**src/rtl/fsmf_pkg.sv**
```systemverilog
`default_nettype none
// ----------------------------------------------------------------------------
// fsmf_pkg
// Shared types and codes for the first substring match finder.
// ----------------------------------------------------------------------------
package fsmf_pkg;

  localparam int UnitW  = 16;
  localparam int IndexW = 32;

  // request command codes
  localparam logic [1:0] CMD_APPEND = 2'd0;
  localparam logic [1:0] CMD_TEXT   = 2'd1;
  localparam logic [1:0] CMD_END    = 2'd2;
  localparam logic [1:0] CMD_CLEAR  = 2'd3;

  typedef struct packed {
    logic [1:0]       command;
    logic [UnitW-1:0] unit;
  } request_t;

  typedef struct packed {
    logic              found;
    logic [IndexW-1:0] match_index;
    logic              pattern_overflow;
  } result_t;

  // controller -> datapath
  typedef struct packed {
    logic do_append;
    logic do_text;
    logic do_end;
    logic do_clear;
    logic cmp_run;
    logic cmp_finish;
  } fsmf_cmd_t;

  // datapath -> controller
  typedef struct packed {
    logic text_cmp_due;
    logic cmp_done;
    logic out_free;
  } fsmf_status_t;

endpackage : fsmf_pkg
`default_nettype wire

```
**src/rtl/fsmf_ctrl.sv**
```systemverilog
`default_nettype none
// ----------------------------------------------------------------------------
// fsmf_ctrl
// Controller: request acceptance and the window compare sequence.
// ----------------------------------------------------------------------------
module fsmf_ctrl (
  input  logic                  clk,
  input  logic                  rst,
  input  logic                  req_valid,
  input  logic [1:0]            req_command,
  output logic                  req_ready,
  input  fsmf_pkg::fsmf_status_t status,
  output fsmf_pkg::fsmf_cmd_t   cmd
);
  import fsmf_pkg::*;

  localparam logic ST_IDLE = 1'b0;
  localparam logic ST_CMP  = 1'b1;

  logic state;
  logic state_next;
  logic accept;

  // an end request needs room in the result register
  assign req_ready = (state == ST_IDLE) && ((req_command != CMD_END) || status.out_free);
  assign accept    = req_valid && req_ready;

  always_comb begin
    cmd            = '0;
    cmd.do_append  = accept && (req_command == CMD_APPEND);
    cmd.do_text    = accept && (req_command == CMD_TEXT);
    cmd.do_end     = accept && (req_command == CMD_END);
    cmd.do_clear   = accept && (req_command == CMD_CLEAR);
    cmd.cmp_run    = (state == ST_CMP);
    cmd.cmp_finish = (state == ST_CMP) && status.cmp_done;
  end

  always_comb begin
    state_next = state;
    unique case (state)
      ST_IDLE: begin
        if (cmd.do_text && status.text_cmp_due) begin
          state_next = ST_CMP;
        end
      end
      ST_CMP: begin
        if (status.cmp_done) begin
          state_next = ST_IDLE;
        end
      end
      default: state_next = ST_IDLE;
    endcase
  end

  always_ff @(posedge clk) begin
    if (rst) begin
      state <= ST_IDLE;
    end else begin
      state <= state_next;
    end
  end

endmodule : fsmf_ctrl
`default_nettype wire

```
**config.mk**
```make
export PLATFORM = sky130hd
export DESIGN_NAME = fsmf_ctrl
export DESIGN_NICKNAME = d
export VERILOG_FILES = /design/src/rtl/fsmf_pkg.sv /design/src/rtl/fsmf_ctrl.sv
export SDC_FILE = /design/constraint.sdc
export NUM_CORES = 1
export LEC_CHECK = 0
export ABC_AREA = 1
export BUFFER_PORTS_ARGS = -buffer_cell sky130_fd_sc_hd__buf_4
export CAP_MARGIN = 25
export CORE_AREA = 10 10 47 49
export DETAILED_ROUTE_END_ITERATION = 10
export DIE_AREA = 0 0 57 59
export PLACE_DENSITY = 0.42
export SLEW_MARGIN = 40
export SYNTH_ARGS = -nofsm -noshare
export SYNTH_HDL_FRONTEND = slang
export SYNTH_SLANG_ARGS = --single-unit
```
**constraint.sdc**
```tcl
create_clock -name clk -period 1.6 [get_ports clk]
set_input_delay 0.32 -clock clk [delete_from_list [all_inputs] [get_ports clk]]
set_output_delay 0.32 -clock clk [all_outputs]
set_load 0.01 [all_outputs]
```
==> flow_summary.toml <==
[status]
status = "finished clean"

[critical_path]
crit_top_cell = "inv_1"
endpoint_kind = "primary output"
crit_buf_inv = 5
crit_family = "buffers and inverters"
critical-path-max-stage-delay_ns = 0.13
path_max_fanout = 3
start_kind = "input port"
critPathRequiredTime_ns = 1.28
critPathKind = "input port to primary output"
cp_slowest_cell = "buf_4"
crit_chain = "buf_4, inv_1, nand2_1, o21ai_1, inv_1, nand3b_1, inv_1, buf_4"
critPathArrivalTime_ns = 0.97

[sta]
period_share_pct = 80.48
fin_tns_setup_ns = 0
tightest_slew_ns = 0.1141
fmax_mhz = 776.6
drv_slew = 0
rsz0062_at_grt = "false"
final_hold_viol_count = 0
period_needed_ns = 1.288
setup_viol = 0
skew_ns = 0
max_slew_margin_pct = 92.37

[die]
ios = 15
num_rows = 14
initial_utilization_pct = 8.482
die_w_um = 57
die_area_um2 = 3363
core_um2 = 1401
die-height_um = 59

[grt]
grt_pass1_wl_um = 710
grt_pass1_vias = 178
antenna_found_initial = 0
grt_overflow = 0
grt_max_degree = 6
grt_use_total_pct = 2.411

[yosys]
ys_warn_count = 0
yosysTopAreaCell = "inv_1"
synth_top_area_share_pct = 28.42
ys_seq_elements = 1
postSynthAreaPerCell_um2 = 5.168
ys_top_cells_by_area = "inv_1, dfxtp_1, nand4_1"
syn_nets = 31
synth_seq_area_share_pct = 16.84
ys_types = 9
syn-cell-area_um2 = 118.9
syn-instance-count = 23

[detailed_routing]
drtPass1Iterations = 4
highest_layer = "met3"
viasPerCell = 3.192
m1WireLength_um = 188
wl_per_cell_um = 8.462
drt-initial-drc-count = 1
detail-route-antenna-nets = 0
via_count = 166
wl_met3_um = 23
drcViolationCount = 0
wl_met2_um = 229
finalWirelength_um = 440

[final_layout]
drive_above_1_share_pct = 41.67
fin_util_pct = 16.88
top_regs = "state: 1 flops"
syn2layout_area_growth_pct = 98.95
n_antenna_cell = 0
seqCellArea_um2 = 20.02
top_register = "state"
multi_input_area_um2 = 53.80
fin_nets = 46
largest_register_ffs = 1
fillers = 171

[clocking]
clock_latency_ns = 0
hold_buffers = 0
cts_resized = 0
postCtsSetupRepairBufs = 0
clkTransAtPathRegs_ns = 0

[power_and_ir_drop]
p_per_area_nw_per_um2 = 280.0
leakage_nw = 0.1604
ir_drop_v = 0.0001153

[hold_path]
hold_class = "input port to register"

[place]
place_congestion = 0.5790
dp_hpwl_um = 425.9
portBuffers = 14

[job]
maxCapViolations = 0
-- layer usage --
layer | global-route usage (%) | up-vias
met5 | 0 | -
met4 | 0 | 0
met3 | 0.4292 | 0
met2 | 4.806 | 8
met1 | 2.703 | 66
li1 | - | 92
-- layout make-up --
cell class	instances	area share, %
flip-flops and latches	1	8.466
inverters	10	15.87
well taps	16	8.466
repair buffers	14	44.44
multi-input cells	11	22.75
-- power breakdown --
| part | internal [mW] | switching [mW] |
|---|---|---|
| combinational | 0.0228 | 0.0169 |
| sequential | 0.0261 | 0.000496 |
| clock | 0 | 0 |
| total | 0.0488 | 0.0174 |
-- synth_stat cells --
library cell and instances:
buf_4 1, inv_2 1, nand4_1 3, nand2_1 2, nand3b_1 1, inv_1 9, nor2_1 4, dfxtp_1 1
o21ai_1 1
-- path summary, 6_finish.rpt --
| path | end | cells past startpoint | slack, ns | startpoint |
|---|---|---|---|---|
| max | cmd[3] | 8 | 0.31 | req_command[0] |
| min | state | 2 | 0.48 | rst |
| max reg2reg | state | 5 | 0.78 | state |
| min reg2reg | state | 4 | 0.63 | state |
-- placed cells by master, fill, tap and decap left out --
master,netlist,final
buf_4,1,14
inv_1,9,9
nor2_1,4,4
nand4_1,3,3
nand2_1,2,2
inv_2,1,1
o21ai_1,1,1
nand3b_1,1,1
dfxtp_1,1,1
-- stage by stage --
step	worst slack, ns	hold slack (ns)	total power [mW]	instance area, um2	cells
6_report	0.3123	0.4801	0.06622	236.5	52
4_1_cts	0.3016	0.4824	0.06733	236.5	52
3_3_place_gp	0.3049	0.4785	0.06716	236.5	52
3_5_place_dp	0.3019	0.4815	0.06721	236.5	52
5_1_grt	0.1889	0.4993	0.07155	236.5	52
2_1_floorplan	0.5342	0.3924	0.04096	118.9	23
-- kinds of logic (layout without fill, tap and decap cells) --
logic type	count (synthesis)	count (layout)	share of synthesized area [%]
buf+inv	11	24	37.89
flops	1	1	16.84
simple gates	10	10	41.06
compound gates	1	1	4.206
(Power assumes the default switching activity.)
