--- src/rtl/fsmf_pkg.sv ---
`default_nettype none
// ----------------------------------------------------------------------------
// fsmf_pkg
// Shared types and codes for the first substring match finder.
// ----------------------------------------------------------------------------
package fsmf_pkg;

  localparam int UnitW  = 16;
  localparam int IndexW = 32;

  // request command codes
  localparam logic [1:0] CMD_APPEND = 2'd0;
  localparam logic [1:0] CMD_TEXT   = 2'd1;
  localparam logic [1:0] CMD_END    = 2'd2;
  localparam logic [1:0] CMD_CLEAR  = 2'd3;

  typedef struct packed {
    logic [1:0]       command;
    logic [UnitW-1:0] unit;
  } request_t;

  typedef struct packed {
    logic              found;
    logic [IndexW-1:0] match_index;
    logic              pattern_overflow;
  } result_t;

  // controller -> datapath
  typedef struct packed {
    logic do_append;
    logic do_text;
    logic do_end;
    logic do_clear;
    logic cmp_run;
    logic cmp_finish;
  } fsmf_cmd_t;

  // datapath -> controller
  typedef struct packed {
    logic text_cmp_due;
    logic cmp_done;
    logic out_free;
  } fsmf_status_t;

endpackage : fsmf_pkg
`default_nettype wire

--- src/rtl/fsmf_ram.sv ---
`default_nettype none
// ----------------------------------------------------------------------------
// fsmf_ram
// Simple dual-port RAM: one write port, one read port, registered read.
// ----------------------------------------------------------------------------
module fsmf_ram #(
  parameter int WIDTH = 16,
  parameter int DEPTH = 16,
  localparam int AddrW = (DEPTH > 1) ? $clog2(DEPTH) : 1
) (
  input  logic             clk,
  input  logic             we,
  input  logic [AddrW-1:0] waddr,
  input  logic [WIDTH-1:0] wdata,
  input  logic [AddrW-1:0] raddr,
  output logic [WIDTH-1:0] rdata
);

  logic [WIDTH-1:0] mem [DEPTH];

  always_ff @(posedge clk) begin
    if (we) begin
      mem[waddr] <= wdata;
    end
    rdata <= mem[raddr];
  end

endmodule : fsmf_ram
`default_nettype wire

--- src/rtl/fsmf_dp.sv ---
`default_nettype none
// ----------------------------------------------------------------------------
// fsmf_dp
// Datapath: pattern and text window memories, counters, compare, result reg.
// ----------------------------------------------------------------------------
module fsmf_dp #(
  parameter int PATTERN_MAX = 16
) (
  input  logic                         clk,
  input  logic                         rst,
  input  logic [fsmf_pkg::UnitW-1:0]   req_unit,
  input  fsmf_pkg::fsmf_cmd_t          cmd,
  output fsmf_pkg::fsmf_status_t       status,
  input  logic                         res_ready,
  output logic                         res_valid,
  output fsmf_pkg::result_t            res
);
  import fsmf_pkg::*;

  localparam int AddrW = (PATTERN_MAX > 1) ? $clog2(PATTERN_MAX) : 1;
  localparam int LenW  = $clog2(PATTERN_MAX + 1);
  localparam logic [LenW-1:0]  LenMax  = LenW'(PATTERN_MAX);
  localparam logic [LenW:0]    DepthX  = (LenW + 1)'(PATTERN_MAX);
  localparam logic [AddrW-1:0] AddrTop = AddrW'(PATTERN_MAX - 1);

  logic [LenW-1:0]   pat_len;
  logic              overflow;
  logic [AddrW-1:0]  wptr;       // next window slot to write
  logic [IndexW-1:0] text_pos;
  logic              match_seen;
  logic [IndexW-1:0] first_idx;

  // compare sequencer
  logic [LenW-1:0]   cmp_k;      // pattern index being issued
  logic [AddrW-1:0]  cmp_wa;     // window address being issued
  logic              cmp_pend;   // read data valid this cycle
  logic              cmp_miss;

  logic [UnitW-1:0]  pat_rdata;
  logic [UnitW-1:0]  win_rdata;
  logic              pat_we;
  logic              cmp_issue;
  logic [IndexW-1:0] pos_inc;
  logic [LenW:0]     wp1;
  logic [LenW:0]     len_x;
  logic [LenW:0]     start_x;
  logic [AddrW-1:0]  wptr_inc;
  logic [AddrW-1:0]  cmp_wa_inc;

  assign pat_we    = cmd.do_append && (pat_len < LenMax);
  assign cmp_issue = cmd.cmp_run && (cmp_k < pat_len);

  fsmf_ram #(.WIDTH(UnitW), .DEPTH(PATTERN_MAX)) u_pat_ram (
    .clk   (clk),
    .we    (pat_we),
    .waddr (pat_len[AddrW-1:0]),
    .wdata (req_unit),
    .raddr (cmp_k[AddrW-1:0]),
    .rdata (pat_rdata)
  );

  fsmf_ram #(.WIDTH(UnitW), .DEPTH(PATTERN_MAX)) u_win_ram (
    .clk   (clk),
    .we    (cmd.do_text),
    .waddr (wptr),
    .wdata (req_unit),
    .raddr (cmp_wa),
    .rdata (win_rdata)
  );

  assign pos_inc    = (text_pos == '1) ? text_pos : text_pos + 1'b1;
  assign wptr_inc   = (wptr == AddrTop) ? '0 : wptr + 1'b1;
  assign cmp_wa_inc = (cmp_wa == AddrTop) ? '0 : cmp_wa + 1'b1;

  // oldest window slot of the compared span, newest sits at wptr
  assign wp1     = (LenW + 1)'(wptr) + 1'b1;
  assign len_x   = (LenW + 1)'(pat_len);
  assign start_x = (wp1 >= len_x) ? (wp1 - len_x) : (wp1 + DepthX - len_x);

  always_comb begin
    status              = '0;
    status.text_cmp_due = !match_seen && !overflow && (pat_len != '0) &&
                          (pos_inc >= IndexW'(pat_len));
    status.cmp_done     = (cmp_k == pat_len) && !cmp_pend;
    status.out_free     = !res_valid || res_ready;
  end

  // pattern state
  always_ff @(posedge clk) begin
    if (rst) begin
      pat_len  <= '0;
      overflow <= 1'b0;
    end else if (cmd.do_clear) begin
      pat_len  <= '0;
      overflow <= 1'b0;
    end else if (cmd.do_append) begin
      if (pat_len < LenMax) begin
        pat_len <= pat_len + 1'b1;
      end else begin
        overflow <= 1'b1;
      end
    end
  end

  // text state
  always_ff @(posedge clk) begin
    if (rst) begin
      wptr       <= '0;
      text_pos   <= '0;
      match_seen <= 1'b0;
      first_idx  <= '0;
    end else if (cmd.do_end) begin
      text_pos   <= '0;
      match_seen <= 1'b0;
      first_idx  <= '0;
    end else if (cmd.do_text) begin
      wptr     <= wptr_inc;
      text_pos <= pos_inc;
    end else if (cmd.cmp_finish && !cmp_miss) begin
      match_seen <= 1'b1;
      first_idx  <= text_pos - IndexW'(pat_len);
    end
  end

  // compare sequencer: issue one pair per cycle, check each pair in the next cycle
  always_ff @(posedge clk) begin
    if (rst) begin
      cmp_k    <= '0;
      cmp_wa   <= '0;
      cmp_pend <= 1'b0;
      cmp_miss <= 1'b0;
    end else if (cmd.do_text) begin
      cmp_k    <= '0;
      cmp_wa   <= start_x[AddrW-1:0];
      cmp_pend <= 1'b0;
      cmp_miss <= 1'b0;
    end else begin
      cmp_pend <= cmp_issue;
      if (cmp_issue) begin
        cmp_k  <= cmp_k + 1'b1;
        cmp_wa <= cmp_wa_inc;
      end
      if (cmp_pend && (pat_rdata != win_rdata)) begin
        cmp_miss <= 1'b1;
      end
    end
  end

  // result register
  always_ff @(posedge clk) begin
    if (rst) begin
      res_valid <= 1'b0;
    end else if (cmd.do_end) begin
      res_valid <= 1'b1;
    end else if (res_ready) begin
      res_valid <= 1'b0;
    end
  end

  always_ff @(posedge clk) begin
    if (cmd.do_end) begin
      if (overflow) begin
        res.found            <= 1'b0;
        res.match_index      <= '0;
        res.pattern_overflow <= 1'b1;
      end else if (pat_len == '0) begin
        res.found            <= 1'b1;
        res.match_index      <= '0;
        res.pattern_overflow <= 1'b0;
      end else begin
        res.found            <= match_seen;
        res.match_index      <= match_seen ? first_idx : '0;
        res.pattern_overflow <= 1'b0;
      end
    end
  end

endmodule : fsmf_dp
`default_nettype wire

--- config.mk ---
export PLATFORM = sky130hd
export DESIGN_NAME = fsmf_dp
export DESIGN_NICKNAME = d
export VERILOG_FILES = /design/src/rtl/fsmf_pkg.sv /design/src/rtl/fsmf_ram.sv /design/src/rtl/fsmf_dp.sv
export SDC_FILE = /design/constraint.sdc
export NUM_CORES = 1
export LEC_CHECK = 0
export BUFFER_PORTS_ARGS = -buffer_cell sky130_fd_sc_hd__buf_2
export CAP_MARGIN = 30
export CELL_PAD_IN_SITES_DETAIL_PLACEMENT = 0
export CELL_PAD_IN_SITES_GLOBAL_PLACEMENT = 1
export CORE_AREA = 2 2 298 300
export DETAILED_ROUTE_END_ITERATION = 10
export DIE_AREA = 0 0 300 302
export GPL_TIMING_DRIVEN = 0
export PLACE_DENSITY = 0.55
export SYNTH_ARGS = -nofsm -noshare
export SYNTH_HDL_FRONTEND = slang
export SYNTH_SLANG_ARGS = --single-unit
--- constraint.sdc ---
create_clock -name clk -period 5.5 [get_ports clk]
set_input_delay 0.825 -clock clk [delete_from_list [all_inputs] [get_ports clk]]
set_output_delay 0.825 -clock clk [all_outputs]
set_load 0.1 [all_outputs]
==> metrics, run 1 <==
simple-gate share of the synthesized area 7.32%; met1 usage 20.6%; DR vias 14.2k; Syn Nets 1610; post-synthesis mux area share 13.6%; Final Critical Period 5.24 ns; routed length per instance 23.2 um; DR vias/cell 4.82; starting density of the core 30.6%; met3 GRT Util 2.59%; peak supply drop 0.000169 V; cts hold-fix bufs 0; Synth Warn # 0; Cell Area, Synth 0.0268 mm^2; Fmax achieved 191 MHz; die span in y 302 um; Clock Skews 0.0351 ns; synthesis-to-finish area growth 18.1%; post-synthesis sequential area ratio 70.0%; Slew Viols, Final 0; Worst Path Arrival 4.41 ns; Final TNS setup 0 ns; DP HPWL 47300 um; Yosys reg bits 665; Worst slew margin 35.9%; worst-margin pin slew 0.962 ns; critical path class flop to output pin; CP Launch Type flop; row cnt 109; xor/xnor share of the synthesized area 2.94%; Die Area 0.0906 mm^2; drt pass-1 iters 5; Synth Area in Compound Gates 2.69%; Final setup viols 0; first-pass GRT wire length 99500 um; CP endpoint kind output pin; Placed Cells 2817; vias in the first global route 14.5k; layout cells sized above 1 23.9%; Placer Congestion 0.781; non-filler instance count after layout 2946; GRT overflow 0; Port Buffers 62; Final period util 95.2%; largest family of logic cells by synthesized area multiplexers; Critical-path top delay cell or4_4; FFs w/ async S/R, synth 0%; io pins 63; Hold Vio Cnt, Final 0; PD cells 344 mW/mm^2; htree depth 3; Main synth FF type edfxtp_1; Synth Area in Adders 1.50%; Synth Area per Inst 17.3 um^2; RSZ-0062 raised after global routing no; Final #Nets 1780; Root Driver clkbuf_16; initial antenna violation count 5; GR peak layer met2; GR Util met2 25.2%; EDFF count, synth 546; global-route usage over all layers 15.2%; worst path bufs/invs 3; DRC Markers 0; HP Class flop to flop; Routed Antenna Nets 0; Required @ worst endpoint 4.68 ns; setup bufs post-CTS 0; final core utilization 36.1%; core area 0.0876 mm^2; leakage 10.1 nW; CP cell instances ha_4 > nand3_4 > nand2b_1 > buf_2 > or4_4 > buf_6 > xnor2_1 > ha_1 > nand2b_1 > a2111oi_4 > a21oi_2 > a31oi_1 > nand4_1 > nor4_4 > a31oi_4 > buf_12; Distinct cells, synth 61; Worst path max stage delay 0.55 ns; clk sinks 665; Tot Pwr 10.9 mW; clk_lat worst skew 0.60 ns; pin count of the biggest net entering global routing 38; Top cell by count, worst path nand2b_1; FF/Latch Area 0.0188 mm^2; Syn Inst Count 1554; area of the multi-input gates 0.00762 mm^2; CTS Buffer Depth 3; TritonCTS clock tree yes; maximum capacitance violations 0; Num CTS Buffers 72; fillcell total 8262; Die W 300 um; DRT iter0 DRCs 1072; clock slew at reported path FFs 0.06 ns; status complete, no violations; Routed Wire Length 68300 um; CP max FO 18; kind of cell adding the most delay to the critical path simple AND/OR/NAND/NOR gates
-- cells in the final DEF (no fill, tap or decap), types with 4 or more instances in the layout --
master     netlist  final
nand2b_1         8      8
clkbuf_1        63     72
and2_1          58     58
clkbuf_8         0      6
xor2_1          61     61
o21ai_0         31     30
and4_1          10      8
dfxtp_1        119    117
clkinv_1         0      9
xnor2_1         29     29
or2_2            5      5
clkbuf_16        0     75
ha_1            29     28
nor2_1          91     89
a211oi_1        23     23
buf_2           23     80
nor2b_1         11     11
clkinv_2         0     16
inv_1           17     17
or3_1           15     15
a21oi_1         42     41
mux4_2         160    160
nor4_1          11     10
nand4_1         10     10
edfxtp_1       546    546
buf_1           10     10
nand3_1         24     22
nand2_1         65     65
buf_16           0      9
and3_1          18     18
nor3_1          19     19
buf_6            3      4
buf_8            0     26
-- metal layers --
layer,wire (um),vias to the layer above
li1,-,6385
met1,30600,7410
met2,33200,312
met3,3150,86
met4,1310,0
met5,0,-
-- layout make-up --
class	count	share of cell area, %
Sequential cell	665	59.4
Antenna cell	1	0.00791
Timing Repair Buffer	98	3.08
Clock inverter	39	0.984
Clock buffer	91	6.31
Multi-Input combinational cell	771	24.1
Inverter	17	0.202
Tap cell	1165	4.61
Buffer	99	1.37
-- report_power, final --
part,internal (mW),switching (mW)
sequential,5.52,0.0393
clock,2.73,1.98
combinational,0.222,0.400
-- what timing repair did --
action | in CTS | in global routing
pin swaps | 3 | 2
endpoints found under the setup margin | 1 | 1
resized for setup | 22 | 6
-- cell usage after synthesis, types with 18 or more instances --
cell type | count | area [um^2]
ha_1 | 29 | 363
xnor2_1 | 29 | 254
a211oi_1 | 23 | 173
nor3_1 | 19 | 95.1
dfxtp_1 | 119 | 2380
edfxtp_1 | 546 | 16400
and2_1 | 58 | 363
and3_1 | 18 | 113
nor2_1 | 91 | 342
a21oi_1 | 42 | 210
nand3_1 | 24 | 120
o21ai_0 | 31 | 155
nand2_1 | 65 | 244
buf_2 | 23 | 115
xor2_1 | 61 | 534
clkbuf_1 | 63 | 236
mux4_2 | 160 | 3600
-- worst reg2reg max path: stages (launching register included) --
cell	delay (ns)
dfxtp_1	0.47
inv_1	0.26
ha_1	0.35
nor2b_1	0.12
o21ai_0	0.19
a21boi_0	0.23
o21ai_1	0.51
and2_1	0.21
clkbuf_1	0.32
nor2b_1	0.22
xnor2_1	0.08
a211oi_1	0.26
-- worst paths after layout --
kind	start	end	slack, ns	cells after the start
setup / recovery	text_pos[0]	status[2]	0.26	16
hold / removal	first_idx[3]	first_idx[3]	0.45	2
setup reg to reg	pat_len[1]	first_idx[13]	2.18	11
hold reg to reg	first_idx[3]	first_idx[3]	0.45	2
-- registers in the layout, summed over array words and instances (netlist names) --
signal           flops
u_pat_ram.rdata     16
cmp_pend             1
match_seen           1
first_idx           32
u_pat_ram.mem      256
u_win_ram.rdata     16
overflow             1
cmp_wa               4
u_win_ram.mem      256
res                 34
pat_len              5
res_valid            1
cmp_miss             1
wptr                 4
cmp_k                5
text_pos            32
-- kinds of logic (layout without fill, tap and decap cells) --
| kind of cell | after synthesis | count (layout) |
|---|---|---|
| DFF | 665 | 665 |
| muxes | 165 | 165 |
| other | 0 | 1 |
| buffers and inverters | 118 | 344 |
| xor gates and xnor gates | 90 | 90 |
| and+or+nand+nor | 365 | 365 |
| adders and majority gates | 31 | 31 |
| AOI/OAI and AO/OA | 120 | 120 |
-- metrics by stage --
stage / setup slack [ns] / cell area (um^2) / hold slack, ns
after floorplan: 0.184 / 26800 / 0.427
after global placement: -0.110 / 28600 / 0.452
after detailed placement: -0.133 / 29200 / 0.445
after CTS: 0.0448 / 31600 / 0.458
after global routing: 0.0288 / 31600 / 0.494
final: 0.263 / 31600 / 0.454
Power figures use the tool's default switching activity.
==> inputs of run 2 (changes only) <==
--- a/config.mk
+++ b/config.mk
@@ -9,9 +9,9 @@
 export CAP_MARGIN = 30
 export CELL_PAD_IN_SITES_DETAIL_PLACEMENT = 0
 export CELL_PAD_IN_SITES_GLOBAL_PLACEMENT = 1
-export CORE_AREA = 2 2 298 300
+export CORE_AREA = 10 10 306 308
 export DETAILED_ROUTE_END_ITERATION = 10
-export DIE_AREA = 0 0 300 302
+export DIE_AREA = 0 0 316 318
 export GPL_TIMING_DRIVEN = 0
 export PLACE_DENSITY = 0.55
 export SYNTH_ARGS = -nofsm -noshare
==> metrics, run 2 (synthesized netlist as in run 1, its figures left out) <==
clock slew at reported path FFs 0.06 ns (about the same); met1 usage 18.6% (-2.0 points); pin count of the biggest net entering global routing 38 (unchanged); Final Critical Period 5.28 ns (+0.0425 ns); Sw Ratio 22.3% (+0.077 points); DRT iter0 DRCs 1040 (-3.0%); DR vias/cell 4.82 (about the same); Seq pwr share 50.7% (-0.3 points); Required @ worst endpoint 4.68 ns (about the same); GR peak layer met2; Worst slew margin 35.3% (-0.60 points); RSZ-0062 raised after global routing no; first-pass GRT wire length 104000 um (+4.1%); global-route usage over all layers 14.0% (-1.2 points); DRC Markers 0 (unchanged); Slew Viols, Final 0 (unchanged); GRT overflow 0 (unchanged); Worst Path Arrival 4.45 ns (+0.04 ns); Hold Vio Cnt, Final 0 (unchanged); TritonCTS clock tree yes; maximum capacitance violations 0 (unchanged); drt pass-1 iters 5 (unchanged); DR vias 14.2k (+0.30%); worst-margin pin slew 0.971 ns (+0.00898 ns); clock network fraction of total power 43.6% (+0.3 points); Min Hold Slack 0.482 ns (+0.0281 ns); starting density of the core 30.6% (-0.048 points); leakage 10.2 nW (+0.35%); Post-DP Area 0.0292 mm^2 (about the same); peak supply drop 0.000177 V (+5.2%); Final setup viols 0 (unchanged); layout cells sized above 1 23.8% (-0.094 points); Routed Antenna Nets 0 (unchanged); io pins 63 (unchanged); initial antenna violation count 0 (-5); Final #Nets 1784 (+0.22%); Gate power share 5.7% (about the same); design area 0.0317 mm^2 (+0.25%); Port Buffers 62 (unchanged); met3 GRT Util 2.40% (-0.19 points); CTS Buffer Depth 3 (unchanged); clk sinks 665 (unchanged); Clock Skews 0.0127 ns (-0.0224 ns); HP Class flop to flop; Root Driver clkbuf_16; Routed Wire Length 69400 um (+1.5%); die span in y 318 um (+5.3%); routed length per instance 23.5 um (+1.2%); row cnt 109 (unchanged); Placer Congestion 0.802 (+2.6%); Tot Pwr 11.0 mW (+0.66%); commonest non-fill, non-tap cell in the layout edfxtp_1; CP endpoint kind output pin; status complete, no violations; CP Launch Type flop; Final TNS setup 0 ns (unchanged); setup bufs post-CTS 0 (unchanged); Fmax achieved 189 MHz (-0.81%); largest registers u_pat_ram.mem x256, u_win_ram.mem x256, res x34; final core utilization 36.2% (about the same); htree depth 3 (unchanged); vias in the first global route 15.1k (+4.5%); net switching power 2.45 mW (+1.0%); cts hold-fix bufs 0 (unchanged); Internal Power 8.52 mW (+0.56%); Final period util 96.0% (+0.77 points); CP max FO 18 (unchanged); critical path class flop to output pin; DP HPWL 48100 um (+1.8%); most frequent cells in the layout edfxtp_1 (546), mux4_2 (160), dfxtp_1 (117); Num CTS Buffers 72 (unchanged); clk_lat worst skew 0.62 ns (+0.02 ns); Die W 316 um (+5.3%); synthesis-to-finish area growth 18.4%; Die Area 0.100 mm^2 (+11%); core area 0.0877 mm^2 (+0.16%); PD cells 346 mW/mm^2 (+0.41%); GR Util met2 22.9% (-2.3 points)
[run 2: changes by cell type in the layout (fill, tap and decap cells not counted), sizes merged]
| cell | previous run | this run |
|---|---|---|
| clkbuf | 157 | 164 |
| buf | 131 | 136 |
| clkinv | 29 | 24 |
| diode | 1 | 3 |
| bufinv | 3 | 4 |
| clkinvlp | 3 | 2 |
[run 2: worst paths after layout]
kind | start | end | slack, ns | cells past startpoint
max reg2reg | cmp_k[0] | cmp_wa[3] | 2.30 | 12
min | first_idx[3] | first_idx[3] | 0.48 | 2
max | text_pos[0] | status[2] | 0.22 | 16
min reg2reg | first_idx[3] | first_idx[3] | 0.48 | 2
[run 2: power by group through the flow]
stage          Sequential (mW)  Combinational [mW]  Clock (mW)
6_report                  5.56               0.621        4.78
3_3_place_gp              5.67               0.594           0
4_1_cts                   5.56               0.631        4.92
2_1_floorplan             5.72               0.302           0
3_5_place_dp              5.67               0.627           0
5_1_grt                   5.56               0.671        5.12
[run 2: stage by stage]
stage	instances	setup WS, ns
after floorplan	1554	0.184
after global placement	2781	0.0884
after detailed placement	2818	0.0661
after CTS	2950	0.00502
after global routing	2952	0.0143
final	2955	0.221
[run 2: layout make-up]
cell class,count,area [um^2]
fill,8216,56000
sequential,665,18800
multi-input combinational,771,7610
clock buffer,99,2000
tap,1165,1460
timing repair buffer,102,1010
buffer,99,432
clock inverter,34,359
inverter,17,63.8
antenna,3,7.51
[run 2: what timing repair did]
item,4_1_cts,5_1_grt
gates resized for setup,15,10
setup endpoints to repair,1,1
pin swaps,3,3
cloned,0,0
endpoints found under the hold margin,0,0
[run 2: critical path, stage by stage (launching register included)]
cell and delay, ns:
dfxtp_4 0.39, ha_4 0.17, nand3_4 0.11, nand2b_1 0.17, buf_2 0.18, or4_4 0.54, buf_6 0.18, xnor2_1 0.14
ha_1 0.26, nand2b_1 0.17, a2111oi_4 0.31, a21oi_2 0.08, a31oi_1 0.17, nand4_1 0.16, nor4_2 0.34, a31oi_2 0.21
buf_6 0.23
[run 2: routing by layer]
metal	vias up	routed length, um	part of all wire (%)
met5	-	0	0
met3	89	2730	3.9
li1	6412	-	-
met4	0	1710	2.5
met1	7451	31300	45
met2	284	33700	49
==> inputs of run 3 (changes only) <==
--- a/config.mk
+++ b/config.mk
@@ -9,9 +9,9 @@
 export CAP_MARGIN = 30
 export CELL_PAD_IN_SITES_DETAIL_PLACEMENT = 0
 export CELL_PAD_IN_SITES_GLOBAL_PLACEMENT = 1
-export CORE_AREA = 10 10 306 308
+export CORE_AREA = 2 2 298 300
 export DETAILED_ROUTE_END_ITERATION = 10
-export DIE_AREA = 0 0 316 318
+export DIE_AREA = 0 0 300 302
 export GPL_TIMING_DRIVEN = 0
 export PLACE_DENSITY = 0.55
 export SYNTH_ARGS = -nofsm -noshare
==> constraint.sdc (replaced) <==
create_clock -name clk -period 5.5 [get_ports clk]
set_input_delay 0.825 -clock clk [delete_from_list [all_inputs] [get_ports clk]]
set_output_delay 0.825 -clock clk [all_outputs]
set_load 0.02 [all_outputs]
==> metrics, run 3 (synthesized netlist as in run 1, its figures left out) <==
status complete, no violations; PD cells 342 mW/mm^2 (-1.0%); most frequent cells in the layout edfxtp_1 (546), mux4_2 (160), dfxtp_1 (117); highest routed layer met4; net switching power 2.36 mW (-3.7%); Internal Power 8.47 mW (-0.58%); Placer Congestion 0.781 (-2.5%); Critical-path top delay cell or4_4; Critical Path Source text_pos[0]; synthesis-to-finish area growth 18.0%; Levels on crit path 16 (unchanged); metal2 WL 33100 um (-1.6%); Post-DP Area 0.0292 mm^2 (about the same); initial antenna violation count 5 (+5); Slew Viols, Final 0 (unchanged); FF-to-FF setup slack 2.19 ns (-0.11 ns); DRC Markers 0 (unchanged); reg2reg path depth 11 (-1); Clock Skews 0.0351 ns (+0.0224 ns); worst reg2reg endpoint first_idx[13]; Num CTS Buffers 72 (unchanged); Die W 300 um (-5.1%); clk sinks 665 (unchanged); CP max FO 18 (unchanged); DRT iter0 DRCs 1054 (+1.3%); DP HPWL 47300 um (-1.7%); clock network fraction of total power 43.5% (about the same); routed length per instance 23.2 um (-1.2%); design area 0.0316 mm^2 (-0.29%); Sw Ratio 21.8% (-0.56 points); Worst Path Arrival 4.43 ns (-0.02 ns); GRT overflow 0 (unchanged); largest registers u_pat_ram.mem x256, u_win_ram.mem x256, res x34; row cnt 109 (unchanged); HP Class flop to flop; first-pass GRT wire length 99500 um (-4.0%); maximum capacitance violations 0 (unchanged); cts hold-fix bufs 0 (unchanged); io pins 63 (unchanged); leakage 10.1 nW (-0.36%); worst-margin pin slew 0.962 ns (-0.00898 ns); DR vias 14.2k (-0.32%); global-route usage over all layers 15.2% (+1.2 points); Tot Pwr 10.8 mW (-1.3%); Final period util 95.6% (-0.41 points); Routed Antenna Nets 0 (unchanged); Worst path max stage delay 0.54 ns (about the same); Root Driver clkbuf_16; starting density of the core 30.6% (+0.048 points); core area 0.0876 mm^2 (-0.16%); commonest non-fill, non-tap cell in the layout edfxtp_1; Fmax achieved 190 MHz (+0.43%); critical path class flop to output pin; setup bufs post-CTS 0 (unchanged); DR vias/cell 4.82 (about the same); WL met3 3160 um (+15%); Port Buffers 62 (unchanged); Hold Vio Cnt, Final 0 (unchanged); Gate power share 5.1% (-0.6 points); Required @ worst endpoint 4.68 ns (about the same); vias in the first global route 14.5k (-4.3%); kind of cell adding the most delay to the critical path simple AND/OR/NAND/NOR gates; Routed Wire Length 68300 um (-1.5%); worst setup path endpoint status[2]; r2r startpoint pat_len[1]; fillcell total 8263 (+0.57%); peak supply drop 0.000169 V (-4.9%); pin count of the biggest net entering global routing 38 (unchanged); CP Launch Type flop; htree depth 3 (unchanged); clk_lat worst skew 0.60 ns (-0.02 ns); worst path bufs/invs 3 (unchanged); Top cell by count, worst path nand2b_1; Seq pwr share 51.4% (+0.7 points); CP endpoint kind output pin; CP cell instances ha_4 > nand3_4 > nand2b_1 > clkbuf_4 > or4_4 > buf_6 > xnor2_1 > ha_1 > nand2b_1 > a2111oi_4 > a21oi_2 > a31oi_1 > nand4_1 > nor4_4 > a31oi_4 > buf_2; Final Critical Period 5.26 ns (-0.0225 ns); Worst slew margin 35.9% (+0.60 points); layout cells sized above 1 23.8% (+0.037 points); Final setup viols 0 (unchanged); clock slew at reported path FFs 0.06 ns (about the same); Final #Nets 1780 (-0.22%); routed length on met1 30700 um (-1.8%); die span in y 302 um (-5.0%); Die Area 0.0906 mm^2 (-9.8%); CTS Buffer Depth 3 (unchanged); TritonCTS clock tree yes; drt pass-1 iters 5 (unchanged)
==> run 3: worst reg2reg max path, stage by stage (launching register included) <==
cell and delay, ns:
dfxtp_1 0.47, inv_1 0.26, ha_1 0.35, nor2b_1 0.12
o21ai_0 0.19, a21boi_0 0.23, o21ai_1 0.51, and2_1 0.21
clkbuf_1 0.32, nor2b_1 0.22, xnor2_1 0.08, a211oi_1 0.26
==> run 3: through the flow <==
| stage | worst slack (ns) | utilization [%] | hold slack [ns] | TNS (ns) | std cells |
|---|---|---|---|---|---|
| floorplan | 1.08 | - | 0.427 | 0 | 1554 |
| global placement | 0.0252 | 32.6 | 0.452 | 0 | 2781 |
| detailed placement | 0.00186 | 33.4 | 0.445 | 0 | 2817 |
| CTS | 0.000918 | 36.1 | 0.458 | 0 | 2946 |
| global route | -0.00157 | 36.1 | 0.494 | -0.00157 | 2945 |
| finish | 0.243 | 36.1 | 0.454 | 0 | 2946 |
==> run 3: worst min path at each step <==
stage / end / start / depth (start not counted)
floorplan: first_idx[3] / first_idx[3] / 2
global placement: first_idx[4] / first_idx[4] / 2
detailed placement: first_idx[3] / first_idx[3] / 2
CTS: first_idx[3] / first_idx[3] / 2
global route: first_idx[2] / first_idx[2] / 2
finish: first_idx[3] / first_idx[3] / 2
==> run 3: power groups by stage <==
stage | Clock [mW] | Sequential (mW) | Combinational (mW)
global route | 5.03 | 5.56 | 0.600
finish | 4.71 | 5.56 | 0.553
floorplan | 0 | 5.66 | 0.293
detailed placement | 0 | 5.67 | 0.561
CTS | 4.85 | 5.56 | 0.566
global placement | 0 | 5.67 | 0.528
==> run 3: area by class of cell <==
class	instances	area (um^2)	share of cell area, %
sequential	665	18800	59.4
buffer	99	437	1.38
inverter	17	63.8	0.202
antenna	1	2.50	0.00791
clock inverter	39	312	0.985
clock buffer	91	2000	6.31
multi-input combinational	771	7620	24.1
timing repair buffer	98	960	3.03
tap	1165	1460	4.61
==> run 3: layer usage <==
metal / up-vias / track usage (%)
met1: 7401 / 20.6
met2: 317 / 25.2
met4: 0 / 4.33
met3: 88 / 2.59
li1: 6384 / -
met5: - / 0
==> run 3: timing repair <==
item,in CTS,in global routing
endpoints found under the setup margin,1,1
pin swaps,1,3
cloned,0,0
resized for setup,17,7
